<file path="src/rtl/core/ring_queue_with_removal_unit_macros.svh">
// Assertion helpers for the ring queue block.
`ifndef RING_QUEUE_WITH_REMOVAL_UNIT_MACROS_SVH
`define RING_QUEUE_WITH_REMOVAL_UNIT_MACROS_SVH

// Same-cycle implication, disabled during reset.
`define RQR_ASSERT_SAME(lbl, clk, rst, ante, cons, msg) \
   lbl: assert property (@(posedge clk) disable iff (rst) (ante) |-> (cons)) \
      else $error(msg);

// Next-cycle implication, disabled during reset.
`define RQR_ASSERT_NEXT(lbl, clk, rst, ante, cons, msg) \
   lbl: assert property (@(posedge clk) disable iff (rst) (ante) |=> (cons)) \
      else $error(msg);

`endif

</file>
<file path="src/rtl/core/rqr_pkg.sv">
package rqr_pkg;

   localparam int QUEUE_DEPTH = 256;
   localparam int PTR_W       = $clog2(QUEUE_DEPTH);
   localparam int CNT_W       = $clog2(QUEUE_DEPTH + 1);
   localparam int ID_W        = 8;
   localparam int MODE_W      = 2;
   localparam int STAT_W      = 2;
   localparam int OCC_W       = 9;

   typedef enum logic [MODE_W-1:0] {
      MODE_ENQ    = 2'd0,
      MODE_POP    = 2'd1,
      MODE_REMOVE = 2'd2,
      MODE_NONE   = 2'd3
   } mode_type;

   typedef enum logic [STAT_W-1:0] {
      STAT_DONE      = 2'd0,
      STAT_FULL      = 2'd1,
      STAT_EMPTY     = 2'd2,
      STAT_NOT_FOUND = 2'd3
   } status_type;

   typedef enum logic [2:0] {
      S_IDLE,
      S_DISPATCH,
      S_POP_WAIT,
      S_SCAN,
      S_SHIFT,
      S_REM_END,
      S_MISS_END
   } state_type;

   typedef enum logic [1:0] {
      RD_HEAD,
      RD_NEXT,
      RD_NEXT2
   } rd_sel_type;

   typedef enum logic {
      WR_TAIL,
      WR_SHIFT
   } wr_sel_type;

   typedef enum logic [1:0] {
      COMMIT_NONE,
      COMMIT_ENQ,
      COMMIT_POP,
      COMMIT_REM
   } commit_type;

   typedef enum logic [1:0] {
      RES_ZERO,
      RES_READ,
      RES_OP
   } res_sel_type;

   typedef struct packed {
      logic        load;
      logic        rd_en;
      rd_sel_type  rd_sel;
      logic        wr_en;
      wr_sel_type  wr_sel;
      logic        walk_init;
      logic        walk_adv;
      commit_type  commit;
      logic        finish;
      status_type  status;
      res_sel_type res_sel;
   } cmd_type;

   typedef struct packed {
      mode_type mode;
      logic     empty;
      logic     full;
      logic     match;
      logic     scan_last;
      logic     shift_last;
   } sts_type;

   function automatic logic [PTR_W-1:0] ptr_inc(input logic [PTR_W-1:0] p);
      if (p == PTR_W'(QUEUE_DEPTH - 1)) begin
         return '0;
      end
      return p + PTR_W'(1);
   endfunction

   function automatic logic [PTR_W-1:0] ptr_dec(input logic [PTR_W-1:0] p);
      if (p == '0) begin
         return PTR_W'(QUEUE_DEPTH - 1);
      end
      return p - PTR_W'(1);
   endfunction

endpackage

</file>
<file path="src/rtl/core/rqr_if.sv">
interface rqr_req_if;
   import rqr_pkg::*;

   logic              valid;
   logic              ready;
   logic [MODE_W-1:0] mode;
   logic [ID_W-1:0]   entry_id;

   modport source (output valid, output mode, output entry_id, input ready);
   modport sink   (input valid, input mode, input entry_id, output ready);
endinterface

interface rqr_rsp_if;
   import rqr_pkg::*;

   logic              valid;
   logic              ready;
   logic [ID_W-1:0]   result_id;
   logic [STAT_W-1:0] status;
   logic [OCC_W-1:0]  occupancy;

   modport source (output valid, output result_id, output status, output occupancy,
                   input ready);
   modport sink   (input valid, input result_id, input status, input occupancy,
                   output ready);
endinterface

</file>
<file path="src/rtl/core/rqr_ctrl.sv">
module rqr_ctrl
   import rqr_pkg::*;
(
   input  logic    clock,
   input  logic    reset,
   input  logic    req_valid,
   output logic    req_ready,
   output logic    rsp_valid,
   input  logic    rsp_ready,
   input  sts_type sts,
   output cmd_type cmd
);

   state_type state_ff, state_in;
   logic      rsp_valid_ff, rsp_valid_in;
   logic      out_free;

   assign out_free  = !rsp_valid_ff || rsp_ready;
   assign rsp_valid = rsp_valid_ff;

   always_ff @(posedge clock) begin
      if (reset) begin
         state_ff     <= S_IDLE;
         rsp_valid_ff <= 1'b0;
      end else begin
         state_ff     <= state_in;
         rsp_valid_ff <= rsp_valid_in;
      end
   end

   always_comb begin
      state_in    = state_ff;
      req_ready   = 1'b0;
      cmd         = '0;
      cmd.rd_sel  = RD_HEAD;
      cmd.wr_sel  = WR_TAIL;
      cmd.commit  = COMMIT_NONE;
      cmd.status  = STAT_DONE;
      cmd.res_sel = RES_ZERO;

      case (state_ff)
         S_IDLE: begin
            req_ready = 1'b1;
            if (req_valid) begin
               cmd.load = 1'b1;
               state_in = S_DISPATCH;
            end
         end
         S_DISPATCH: begin
            case (sts.mode)
               MODE_ENQ: begin
                  if (out_free) begin
                     cmd.finish = 1'b1;
                     if (sts.full) begin
                        cmd.status = STAT_FULL;
                     end else begin
                        cmd.wr_en  = 1'b1;
                        cmd.wr_sel = WR_TAIL;
                        cmd.commit = COMMIT_ENQ;
                     end
                     state_in = S_IDLE;
                  end
               end
               MODE_POP, MODE_REMOVE: begin
                  if (sts.empty) begin
                     if (out_free) begin
                        cmd.finish = 1'b1;
                        cmd.status = STAT_EMPTY;
                        state_in   = S_IDLE;
                     end
                  end else begin
                     cmd.rd_en  = 1'b1;
                     cmd.rd_sel = RD_HEAD;
                     if (sts.mode == MODE_POP) begin
                        state_in = S_POP_WAIT;
                     end else begin
                        cmd.walk_init = 1'b1;
                        state_in      = S_SCAN;
                     end
                  end
               end
               default: begin
                  if (out_free) begin
                     cmd.finish = 1'b1;
                     state_in   = S_IDLE;
                  end
               end
            endcase
         end
         S_POP_WAIT: begin
            if (out_free) begin
               cmd.finish  = 1'b1;
               cmd.commit  = COMMIT_POP;
               cmd.res_sel = RES_READ;
               state_in    = S_IDLE;
            end
         end
         S_SCAN: begin
            // fetch the following slot every cycle: next candidate or first to shift
            cmd.rd_en  = 1'b1;
            cmd.rd_sel = RD_NEXT;
            if (sts.match) begin
               state_in = sts.scan_last ? S_REM_END : S_SHIFT;
            end else if (sts.scan_last) begin
               state_in = S_MISS_END;
            end else begin
               cmd.walk_adv = 1'b1;
            end
         end
         S_SHIFT: begin
            cmd.wr_en    = 1'b1;
            cmd.wr_sel   = WR_SHIFT;
            cmd.rd_en    = 1'b1;
            cmd.rd_sel   = RD_NEXT2;
            cmd.walk_adv = 1'b1;
            if (sts.shift_last) begin
               state_in = S_REM_END;
            end
         end
         S_REM_END: begin
            if (out_free) begin
               cmd.finish  = 1'b1;
               cmd.commit  = COMMIT_REM;
               cmd.res_sel = RES_OP;
               state_in    = S_IDLE;
            end
         end
         S_MISS_END: begin
            if (out_free) begin
               cmd.finish = 1'b1;
               cmd.status = STAT_NOT_FOUND;
               state_in   = S_IDLE;
            end
         end
         default: begin
            state_in = S_IDLE;
         end
      endcase

      rsp_valid_in = cmd.finish ? 1'b1 : (rsp_valid_ff && !rsp_ready);
   end

endmodule

</file>
<file path="src/rtl/core/rqr_datapath.sv">
module rqr_datapath
   import rqr_pkg::*;
(
   input  logic              clock,
   input  logic              reset,
   input  logic [MODE_W-1:0] req_mode,
   input  logic [ID_W-1:0]   req_entry_id,
   input  cmd_type           cmd,
   output sts_type           sts,
   output logic [ID_W-1:0]   rsp_result_id,
   output logic [STAT_W-1:0] rsp_status,
   output logic [OCC_W-1:0]  rsp_occupancy
);

   logic [ID_W-1:0]  mem [QUEUE_DEPTH];

   logic [PTR_W-1:0] head_ff, head_in;
   logic [PTR_W-1:0] tail_ff, tail_in;
   logic [CNT_W-1:0] count_ff, count_in;
   logic [PTR_W-1:0] walk_ff;
   logic [CNT_W-1:0] idx_ff;
   mode_type         mode_ff;
   logic [ID_W-1:0]  op_id_ff;
   logic [ID_W-1:0]  rd_data_ff;
   logic [ID_W-1:0]  res_id_ff;
   status_type       status_ff;
   logic [OCC_W-1:0] occ_ff;

   logic [PTR_W-1:0] rd_addr;
   logic [PTR_W-1:0] wr_addr;
   logic [ID_W-1:0]  wr_data;
   logic [ID_W-1:0]  res_id_in;
   logic [CNT_W:0]   idx_p1;
   logic [CNT_W:0]   idx_p2;

   // storage: one write port, one registered read port
   always_ff @(posedge clock) begin
      if (cmd.wr_en) begin
         mem[wr_addr] <= wr_data;
      end
      if (cmd.rd_en) begin
         rd_data_ff <= mem[rd_addr];
      end
   end

   always_comb begin
      case (cmd.rd_sel)
         RD_HEAD:  rd_addr = head_ff;
         RD_NEXT:  rd_addr = ptr_inc(walk_ff);
         RD_NEXT2: rd_addr = ptr_inc(ptr_inc(walk_ff));
         default:  rd_addr = head_ff;
      endcase
      if (cmd.wr_sel == WR_SHIFT) begin
         wr_addr = walk_ff;
         wr_data = rd_data_ff;
      end else begin
         wr_addr = tail_ff;
         wr_data = op_id_ff;
      end
   end

   always_comb begin
      head_in  = head_ff;
      tail_in  = tail_ff;
      count_in = count_ff;
      case (cmd.commit)
         COMMIT_ENQ: begin
            tail_in  = ptr_inc(tail_ff);
            count_in = count_ff + CNT_W'(1);
         end
         COMMIT_POP: begin
            head_in  = ptr_inc(head_ff);
            count_in = count_ff - CNT_W'(1);
         end
         COMMIT_REM: begin
            tail_in  = ptr_dec(tail_ff);
            count_in = count_ff - CNT_W'(1);
         end
         default: begin
         end
      endcase
      case (cmd.res_sel)
         RES_READ: res_id_in = rd_data_ff;
         RES_OP:   res_id_in = op_id_ff;
         default:  res_id_in = '0;
      endcase
   end

   always_ff @(posedge clock) begin
      if (reset) begin
         head_ff  <= '0;
         tail_ff  <= '0;
         count_ff <= '0;
      end else begin
         head_ff  <= head_in;
         tail_ff  <= tail_in;
         count_ff <= count_in;
      end
   end

   always_ff @(posedge clock) begin
      if (cmd.load) begin
         mode_ff  <= mode_type'(req_mode);
         op_id_ff <= req_entry_id;
      end
      if (cmd.walk_init) begin
         walk_ff <= head_ff;
         idx_ff  <= '0;
      end else if (cmd.walk_adv) begin
         walk_ff <= ptr_inc(walk_ff);
         idx_ff  <= idx_ff + CNT_W'(1);
      end
      if (cmd.finish) begin
         res_id_ff <= res_id_in;
         status_ff <= cmd.status;
         occ_ff    <= OCC_W'(count_in);
      end
   end

   assign idx_p1 = {1'b0, idx_ff} + (CNT_W + 1)'(1);
   assign idx_p2 = {1'b0, idx_ff} + (CNT_W + 1)'(2);

   assign sts.mode       = mode_ff;
   assign sts.empty      = (count_ff == '0);
   assign sts.full       = (count_ff == CNT_W'(QUEUE_DEPTH));
   assign sts.match      = (rd_data_ff == op_id_ff);
   assign sts.scan_last  = (idx_p1 == {1'b0, count_ff});
   assign sts.shift_last = (idx_p2 >= {1'b0, count_ff});

   assign rsp_result_id = res_id_ff;
   assign rsp_status    = status_ff;
   assign rsp_occupancy = occ_ff;

endmodule

</file>
<file path="src/rtl/core/ring_queue_with_removal_unit.sv">
// Ring queue of 8-bit entry identifiers for scheduler ready and wait lists.
// req_chan carries one operation per transfer: mode enqueue, pop, remove
// or none (ignored), plus entry_id. rsp_chan returns exactly one transfer
// per request with result_id, status and the occupancy left after the
// operation. A remove compares slots from the head up to the match, or
// the whole fill on a miss, then shifts the later entries forward. The
// compare walk and the shift each take one slot per cycle through the single
// read and write port of the slot memory and together cover the fill once.
// One operation is in flight at a time; the next request is taken in the
// cycle after a result is loaded.
// A finished result sits in the output register; the next request is
// taken while it waits, but that request cannot finish until rsp_chan
// drains, so a stalled receiver holds back the queue.
// Synchronous reset empties the queue (head, tail and fill count to zero)
// and clears the output valid; slot contents are left as they are.
`include "ring_queue_with_removal_unit_macros.svh"

module ring_queue_with_removal_unit
   import rqr_pkg::*;
(
   input  logic        clock,
   input  logic        reset,
   rqr_req_if.sink     req_chan,
   rqr_rsp_if.source   rsp_chan
);

   cmd_type cmd;
   sts_type sts;

   // sequencer: walks the operation, owns both handshakes
   rqr_ctrl u_ctrl (
      .clock     (clock),
      .reset     (reset),
      .req_valid (req_chan.valid),
      .req_ready (req_chan.ready),
      .rsp_valid (rsp_chan.valid),
      .rsp_ready (rsp_chan.ready),
      .sts       (sts),
      .cmd       (cmd)
   );

   // slot memory, pointers and the result payload registers
   rqr_datapath u_datapath (
      .clock         (clock),
      .reset         (reset),
      .req_mode      (req_chan.mode),
      .req_entry_id  (req_chan.entry_id),
      .cmd           (cmd),
      .sts           (sts),
      .rsp_result_id (rsp_chan.result_id),
      .rsp_status    (rsp_chan.status),
      .rsp_occupancy (rsp_chan.occupancy)
   );

   // never overwrite a result the receiver has not taken
   `RQR_ASSERT_SAME(a_finish_free, clock, reset, cmd.finish,
                    !rsp_chan.valid || rsp_chan.ready, "result overwritten while stalled")

   // hold off new requests while an operation is in flight
   `RQR_ASSERT_NEXT(a_busy_after_take, clock, reset, req_chan.valid && req_chan.ready,
                    !req_chan.ready, "request taken while busy")

   // touch the slot memory only while an operation is underway
   `RQR_ASSERT_SAME(a_no_idle_write, clock, reset, cmd.wr_en, !req_chan.ready,
                    "slot write while idle")

   // drop an enqueue to a full queue with a zero identifier
   `RQR_ASSERT_SAME(a_full_zero_id, clock, reset,
                    rsp_chan.valid && (rsp_chan.status == STAT_FULL),
                    rsp_chan.result_id == '0, "full status with nonzero id")

endmodule
</file>
<file path="src/flat_wrapper.sv">
// flat-port wrapper written by rule: the top's interface ports become plain ports
module ring_queue_with_removal_unit_flat import rqr_pkg::*;
  (clock, reset, req_chan_valid, req_chan_mode, req_chan_entry_id, req_chan_ready, rsp_chan_valid, rsp_chan_result_id, rsp_chan_status, rsp_chan_occupancy, rsp_chan_ready);
  rqr_req_if req_chan_i ();
  rqr_rsp_if rsp_chan_i ();
  input  logic clock;
  input  logic reset;
  input wire logic [$bits(req_chan_i.valid)-1:0] req_chan_valid;
  input wire logic [$bits(req_chan_i.mode)-1:0] req_chan_mode;
  input wire logic [$bits(req_chan_i.entry_id)-1:0] req_chan_entry_id;
  output wire logic [$bits(req_chan_i.ready)-1:0] req_chan_ready;
  output wire logic [$bits(rsp_chan_i.valid)-1:0] rsp_chan_valid;
  output wire logic [$bits(rsp_chan_i.result_id)-1:0] rsp_chan_result_id;
  output wire logic [$bits(rsp_chan_i.status)-1:0] rsp_chan_status;
  output wire logic [$bits(rsp_chan_i.occupancy)-1:0] rsp_chan_occupancy;
  input wire logic [$bits(rsp_chan_i.ready)-1:0] rsp_chan_ready;
  assign req_chan_i.valid = req_chan_valid;
  assign req_chan_i.mode = req_chan_mode;
  assign req_chan_i.entry_id = req_chan_entry_id;
  assign req_chan_ready = req_chan_i.ready;
  assign rsp_chan_valid = rsp_chan_i.valid;
  assign rsp_chan_result_id = rsp_chan_i.result_id;
  assign rsp_chan_status = rsp_chan_i.status;
  assign rsp_chan_occupancy = rsp_chan_i.occupancy;
  assign rsp_chan_i.ready = rsp_chan_ready;
  ring_queue_with_removal_unit u_core (.clock(clock), .reset(reset), .req_chan(req_chan_i), .rsp_chan(rsp_chan_i));
endmodule
</file>
<file path="config.mk">
export PLATFORM = sky130hd
export DESIGN_NAME = ring_queue_with_removal_unit_flat
export DESIGN_NICKNAME = d
export VERILOG_FILES = /design/src/rtl/core/rqr_pkg.sv /design/src/rtl/core/rqr_if.sv /design/src/rtl/core/rqr_ctrl.sv /design/src/rtl/core/rqr_datapath.sv /design/src/rtl/core/ring_queue_with_removal_unit.sv /design/src/flat_wrapper.sv
export VERILOG_INCLUDE_DIRS = /design/src /design/src/rtl/core
export SDC_FILE = /design/constraint.sdc
export NUM_CORES = 2
export LEC_CHECK = 0
export BUFFER_PORTS_ARGS = -buffer_cell sky130_fd_sc_hd__buf_2
export CORE_ASPECT_RATIO = 0.7
export CORE_MARGIN = 1.5
export CORE_UTILIZATION = 50
export DETAILED_ROUTE_END_ITERATION = 7
export GPL_TIMING_DRIVEN = 0
export PLACE_DENSITY = 0.67
export REMOVE_ABC_BUFFERS = 1
export SYNTH_ARGS = -nofsm -noshare
export SYNTH_HDL_FRONTEND = slang
export SYNTH_SLANG_ARGS = --single-unit
</file>
<file path="constraint.sdc">
create_clock -name clock -period 7.26 [get_ports clock]
set_input_delay 1.089 -clock clock [delete_from_list [all_inputs] [get_ports clock]]
set_output_delay 1.089 -clock clock [all_outputs]
set_load 0.02 [all_outputs]
</file>
==> summary by stage <==
Die
The overall die area is 174000 sq um. For this configuration, the core starts out at a cell density of 50.6%. In this run the count of I/O pins placed on the die edge is 35. The vertical die dimension is about 350 um. In this run the standard cell core region covers 169000 sq um. The row count is 126.

The width of the die is between 400 and 500 um.

Synthesis
The most common cell in the synthesized netlist is sky130_fd_sc_hd__edfxtp_1. Yosys printed 0 warnings. In the synthesized netlist the async set-or-reset flop fraction comes to 0%.

In this run the cell area of the synthesized design comes to 85700 sq um. By count the netlist is led by sky130_fd_sc_hd__edfxtp_1 (2093), sky130_fd_sc_hd__mux2i_1 (763), sky130_fd_sc_hd__nand2_1 (576), sky130_fd_sc_hd__o22ai_1 (367), sky130_fd_sc_hd__nor2_1 (326). Ranked by total cell area, the synthesized netlist is headed by sky130_fd_sc_hd__edfxtp_1 (73%), sky130_fd_sc_hd__mux2i_1 (8.9%), sky130_fd_sc_hd__o22ai_1 (2.7%), sky130_fd_sc_hd__nand2_1 (2.5%), sky130_fd_sc_hd__a21oi_1 (1.5%).

The sequential area share after synthesis is between 70% and 80%. The share of Yosys cell area claimed by the top area cell type is 73.4%. In this run the mean area of a mapped cell was 15.5 sq um. In this run, distinct cell masters in the synthesized netlist total 75. The most frequently used flop master after synthesis is sky130_fd_sc_hd__edfxtp_1.

The count of flip-flops with a built-in enable after synthesis is 2093. Summed over all instances, the cell type with the most area after synthesis is sky130_fd_sc_hd__edfxtp_1. The synthesis-stage register bit count is 2131. The cell count after synthesis came out at roughly 5500.

Global routing
The final global-route overflow total is 0. The largest net degree at the start of global routing is between 90 and 100. The initial antenna violation count is 8. The wire length of the first global-routing pass is 319000 um. The number of global-route vias before repair is roughly 47000.

The overall track demand over capacity in global routing is 25.0%.

STA
The final critical-path share of the clock period is between 90% and 100%. The hold violation count in the final report came to 0. The count of endpoints failing setup in the final report is 0. Clock skew on the completed layout was measured at ~0.040 ns. The max-slew violation count came to 5.

Headroom to the max-slew limit came out at -2.45%. The peak clock frequency supported by timing is approximately 140 MHz. The actual slew at the worst max-slew pin is roughly 1.5 ns.

Setup repair after global routing left no endpoint under its margin. The worst path needs 7.00 ns of the cycle, external delays included.

Worst setup path
The cell that appears most often on the critical path is sky130_fd_sc_hd__buf_16. The destination of the worst register-to-register timing path is u_core.u_datapath.rd_data_ff[4]. Of all nets on the critical path, the largest fanout is 54. The worst-case reg-to-reg path depth is 16.

The worst reg2reg path startpoint is u_core.u_ctrl.state_ff[2]. The cell family with the largest share of critical-path delay is compound AO/OA/AOI/OAI gates. The required time reported for the critical path endpoint is between 7 and 8 ns. The stage delay of the slowest cell on the critical path is 0.74 ns.

The critical path goes through inv_1 > or3_4 > clkinvlp_4 > ha_1 > nand2b_1 > a21oi_1 > o31a_2 > or3_4 > buf_16 > buf_16 > buf_16 > o22ai_1 > o21ai_0 > nand4_1 > o31ai_2 > mux2i_1. The number of buffers and inverters on the critical path is 5. At the worst endpoint, the arrival time is 7.47 ns.

The slowest stage of the critical path belongs to the cell sky130_fd_sc_hd__o31a_2. The setup path with the least slack is of type flip-flop to flip-flop. The nature of the critical path startpoint is a flip-flop.

The type of destination of the critical path is a flip-flop. The setup check on the worst reg-to-reg path leaves a slack of roughly 0.26 ns.

Routing
After detailed routing, the number of remaining DRC violations is 0. Summed over all nets, wire length on met2 after detailed routing comes to 91300 um. The remaining antenna violation count is 0. The highest layer touched by signal routing is met4. The number of search-and-repair iterations in the first detailed-routing pass is 6. The sum of routed wire segments on met1 is 95600 um. For this block, the routed nets add up to 220000 um of wire. The via total after detailed routing is between 40000 and 50000. After detailed routing, the average wire length per cell comes to 27.6 um. In this run, the number of DRC markers left after iteration 0 of detailed routing was about 6400. Using the TritonRoute via totals, the vias-per-cell ratio works out to 6.22. Wire segments on met3 add up to 26200 um in the final route.

Clock tree
The H-tree was split into 4 levels. The number of setup buffers added after CTS is 0. The worst-skew pair later-pin latency is about 0.85 ns. The clock transition at the registers of the reported paths is 0.06 ns.

The clock passes through at most 3 buffers. The TritonCTS clock tree is done. The number of clock sinks is around 2100. The number of buffers created by CTS is ~190. The root buffer cell chosen for the clock tree is sky130_fd_sc_hd__clkbuf_16.

Hold path
The worst min-delay path class is input port to flip-flop. The launch point of the worst hold path is req_chan_entry_id[0]. Counting instances, the worst hold path has a depth of 1. The hold path endpoint is u_core.u_datapath.op_id_ff[0].

Placed design
The number of port buffers is 34. The total cell area at the placement stage is 90000 sq um. The number of placed instances, taps included is 7610. The placed wire-length estimate is 138000 um.

Routability-driven placement finished with a final weighted congestion of roughly 0.84.

Job
The max-cap check violation count is 1.

Final layout
Registers take 63600 sq um. The relative area change from synthesis to final layout is 12.2%. The post-route cell area is 96100 sq um. The post-route netlist has between 9 and 10% of its cells at a drive strength greater than 1. The net count of the finished layout is 5609. Counting the fill cells in the layout gives 12800. The footprint of the multi-input gates is 20600 sq um. The final standard cell count with taps included and fillers excluded is 7959.

Power
Total power for the finished layout comes to 24800 uW. Across the VDD grid, the largest voltage drop is 0.273 mV. The power density of the placed cells is 258 nW/um^2. Summed over all cells, the static leakage comes to 0.0358 uW.

Run status
The flow ran to the end, but the final reports show violations. The final reports fail on max-capacitance violations, max-slew violations.
-- per-layer routing --
metal  global-route usage [%]  vias to the layer above
li1                         -                    21500
met1                     38.4                    24900
met2                     34.4                     2699
met3                     6.11                      397
met4                     8.42                        0
met5                        0                        -
-- repair_timing --
item | 4_1_cts | 5_1_grt
cloned | 3 | 0
pin swaps | 1 | 0
hold endpoints to repair | 0 | 0
resized for setup | 12 | 6
setup endpoints to repair | 8 | 8
hold buffers | 0 | 0
-- power by group --
group / internal [uW] / total, uW / switching (uW)
clock network: 5450 / 9920 / 4470
logic: 346 / 1160 / 811
registers: 13700 / 13700 / 37.9
total: 19500 / 24800 / 5320
-- cell usage in the layout (no fill, tap or decap), types with 14 or more instances in the layout --
master | Yosys | final
sky130_fd_sc_hd__o31ai_1 | 67 | 57
sky130_fd_sc_hd__o2bb2ai_1 | 15 | 15
sky130_fd_sc_hd__buf_16 | 0 | 62
sky130_fd_sc_hd__nor4_1 | 31 | 30
sky130_fd_sc_hd__clkinv_1 | 1 | 59
sky130_fd_sc_hd__nand2_1 | 576 | 552
sky130_fd_sc_hd__nand4_1 | 32 | 32
sky130_fd_sc_hd__inv_1 | 35 | 34
sky130_fd_sc_hd__xor2_1 | 32 | 32
sky130_fd_sc_hd__dfxtp_1 | 38 | 38
sky130_fd_sc_hd__nor2_1 | 326 | 324
sky130_fd_sc_hd__mux4_2 | 25 | 25
sky130_fd_sc_hd__clkbuf_1 | 148 | 26
sky130_fd_sc_hd__buf_2 | 125 | 34
sky130_fd_sc_hd__or3_1 | 17 | 14
sky130_fd_sc_hd__o21ai_0 | 139 | 137
sky130_fd_sc_hd__a21oi_1 | 249 | 249
sky130_fd_sc_hd__mux2i_1 | 763 | 762
sky130_fd_sc_hd__nor3_1 | 19 | 18
sky130_fd_sc_hd__nand2_2 | 0 | 16
sky130_fd_sc_hd__ha_1 | 31 | 30
sky130_fd_sc_hd__clkbuf_16 | 0 | 189
sky130_fd_sc_hd__o22ai_1 | 367 | 367
sky130_fd_sc_hd__clkinv_2 | 0 | 35
sky130_fd_sc_hd__nand3_1 | 67 | 67
sky130_fd_sc_hd__buf_12 | 0 | 39
sky130_fd_sc_hd__buf_4 | 40 | 28
sky130_fd_sc_hd__xnor2_1 | 26 | 26
sky130_fd_sc_hd__nor2b_1 | 16 | 16
sky130_fd_sc_hd__edfxtp_1 | 2093 | 2093
sky130_fd_sc_hd__o21ai_1 | 40 | 41
sky130_fd_sc_hd__bufinv_16 | 0 | 19
-- worst register-to-register path: cells and delay by family (launching register included) --
family,cells,cell delay (ns)
AOI/OAI and AO/OA,5,2.32
muxes,1,0.34
adders and majority gates,1,0.49
and+or+nand+nor,4,1.77
buffers and inverters,5,1.33
DFF,1,0.40
-- stage by stage --
step           setup TNS (ns)  hold slack [ns]  util, %  worst slack, ns
6_report                    0            0.427     56.8            0.264
3_3_place_gp         -5933.77            0.517     51.3           -38.75
4_1_cts                     0            0.378     56.7           0.0225
2_1_floorplan         -189.18            0.479        -           -23.66
5_1_grt                     0            0.405     56.8            0.104
3_5_place_dp            -6.44            0.527     53.1            -1.08
-- sequential cells by signal, summed over array words and instances, names as in the netlist --
signal and flops:
u_core.u_datapath.rsp_result_id 8, u_core.u_datapath.tail_ff 8, u_core.u_datapath.op_id_ff 8, u_core.u_datapath.count_ff 9
u_core.u_datapath.rd_data_ff 8, u_core.u_ctrl.state_ff 3, u_core.u_datapath.idx_ff 9, u_core.u_datapath.rsp_occupancy 9
u_core.u_datapath.mode_ff 2, u_core.u_datapath.mem 2048, u_core.u_datapath.head_ff 8, u_core.u_datapath.rsp_status 2
u_core.u_ctrl.rsp_valid 1, u_core.u_datapath.walk_ff 8
-- how the worst max path moves through the flow --
stage                               from                              end  cells after the start
2_1_floorplan  u_core.u_ctrl.state_ff[2]  u_core.u_datapath.rd_data_ff[0]                     13
3_3_place_gp   u_core.u_ctrl.state_ff[1]  u_core.u_datapath.rd_data_ff[4]                     12
3_5_place_dp   u_core.u_ctrl.state_ff[2]  u_core.u_datapath.rd_data_ff[6]                     20
4_1_cts        u_core.u_ctrl.state_ff[2]  u_core.u_datapath.rd_data_ff[1]                     19
5_1_grt        u_core.u_ctrl.state_ff[2]  u_core.u_datapath.rd_data_ff[3]                     19
6_report       u_core.u_ctrl.state_ff[2]  u_core.u_datapath.rd_data_ff[4]                     16
-- layout make-up --
| type | count | area share (%) |
|---|---|---|
| repair buffers | 175 | 3.12 |
| flip-flops and latches | 2131 | 66.2 |
| diodes | 2 | 0.00521 |
| well taps | 2240 | 2.92 |
| multi-input cells | 3031 | 21.4 |
| clock buffers | 215 | 5.02 |
| clock inverters | 128 | 1.24 |
| repair inverters | 1 | 0.00521 |
| inverters | 36 | 0.144 |
-- cell families after synthesis --
kind of cell,after synthesis,synth area share [%]
AND/OR/NAND/NOR,1145,5.68
AO/OA/AOI/OAI,1006,7.21
XOR/XNOR,58,0.593
multiplexers,788,9.57
buffers and inverters,384,2.22
adder cells (fa/ha/maj),32,0.476
flip-flops,2131,74.3
Note: power is estimated with default switching activity, not from simulation.
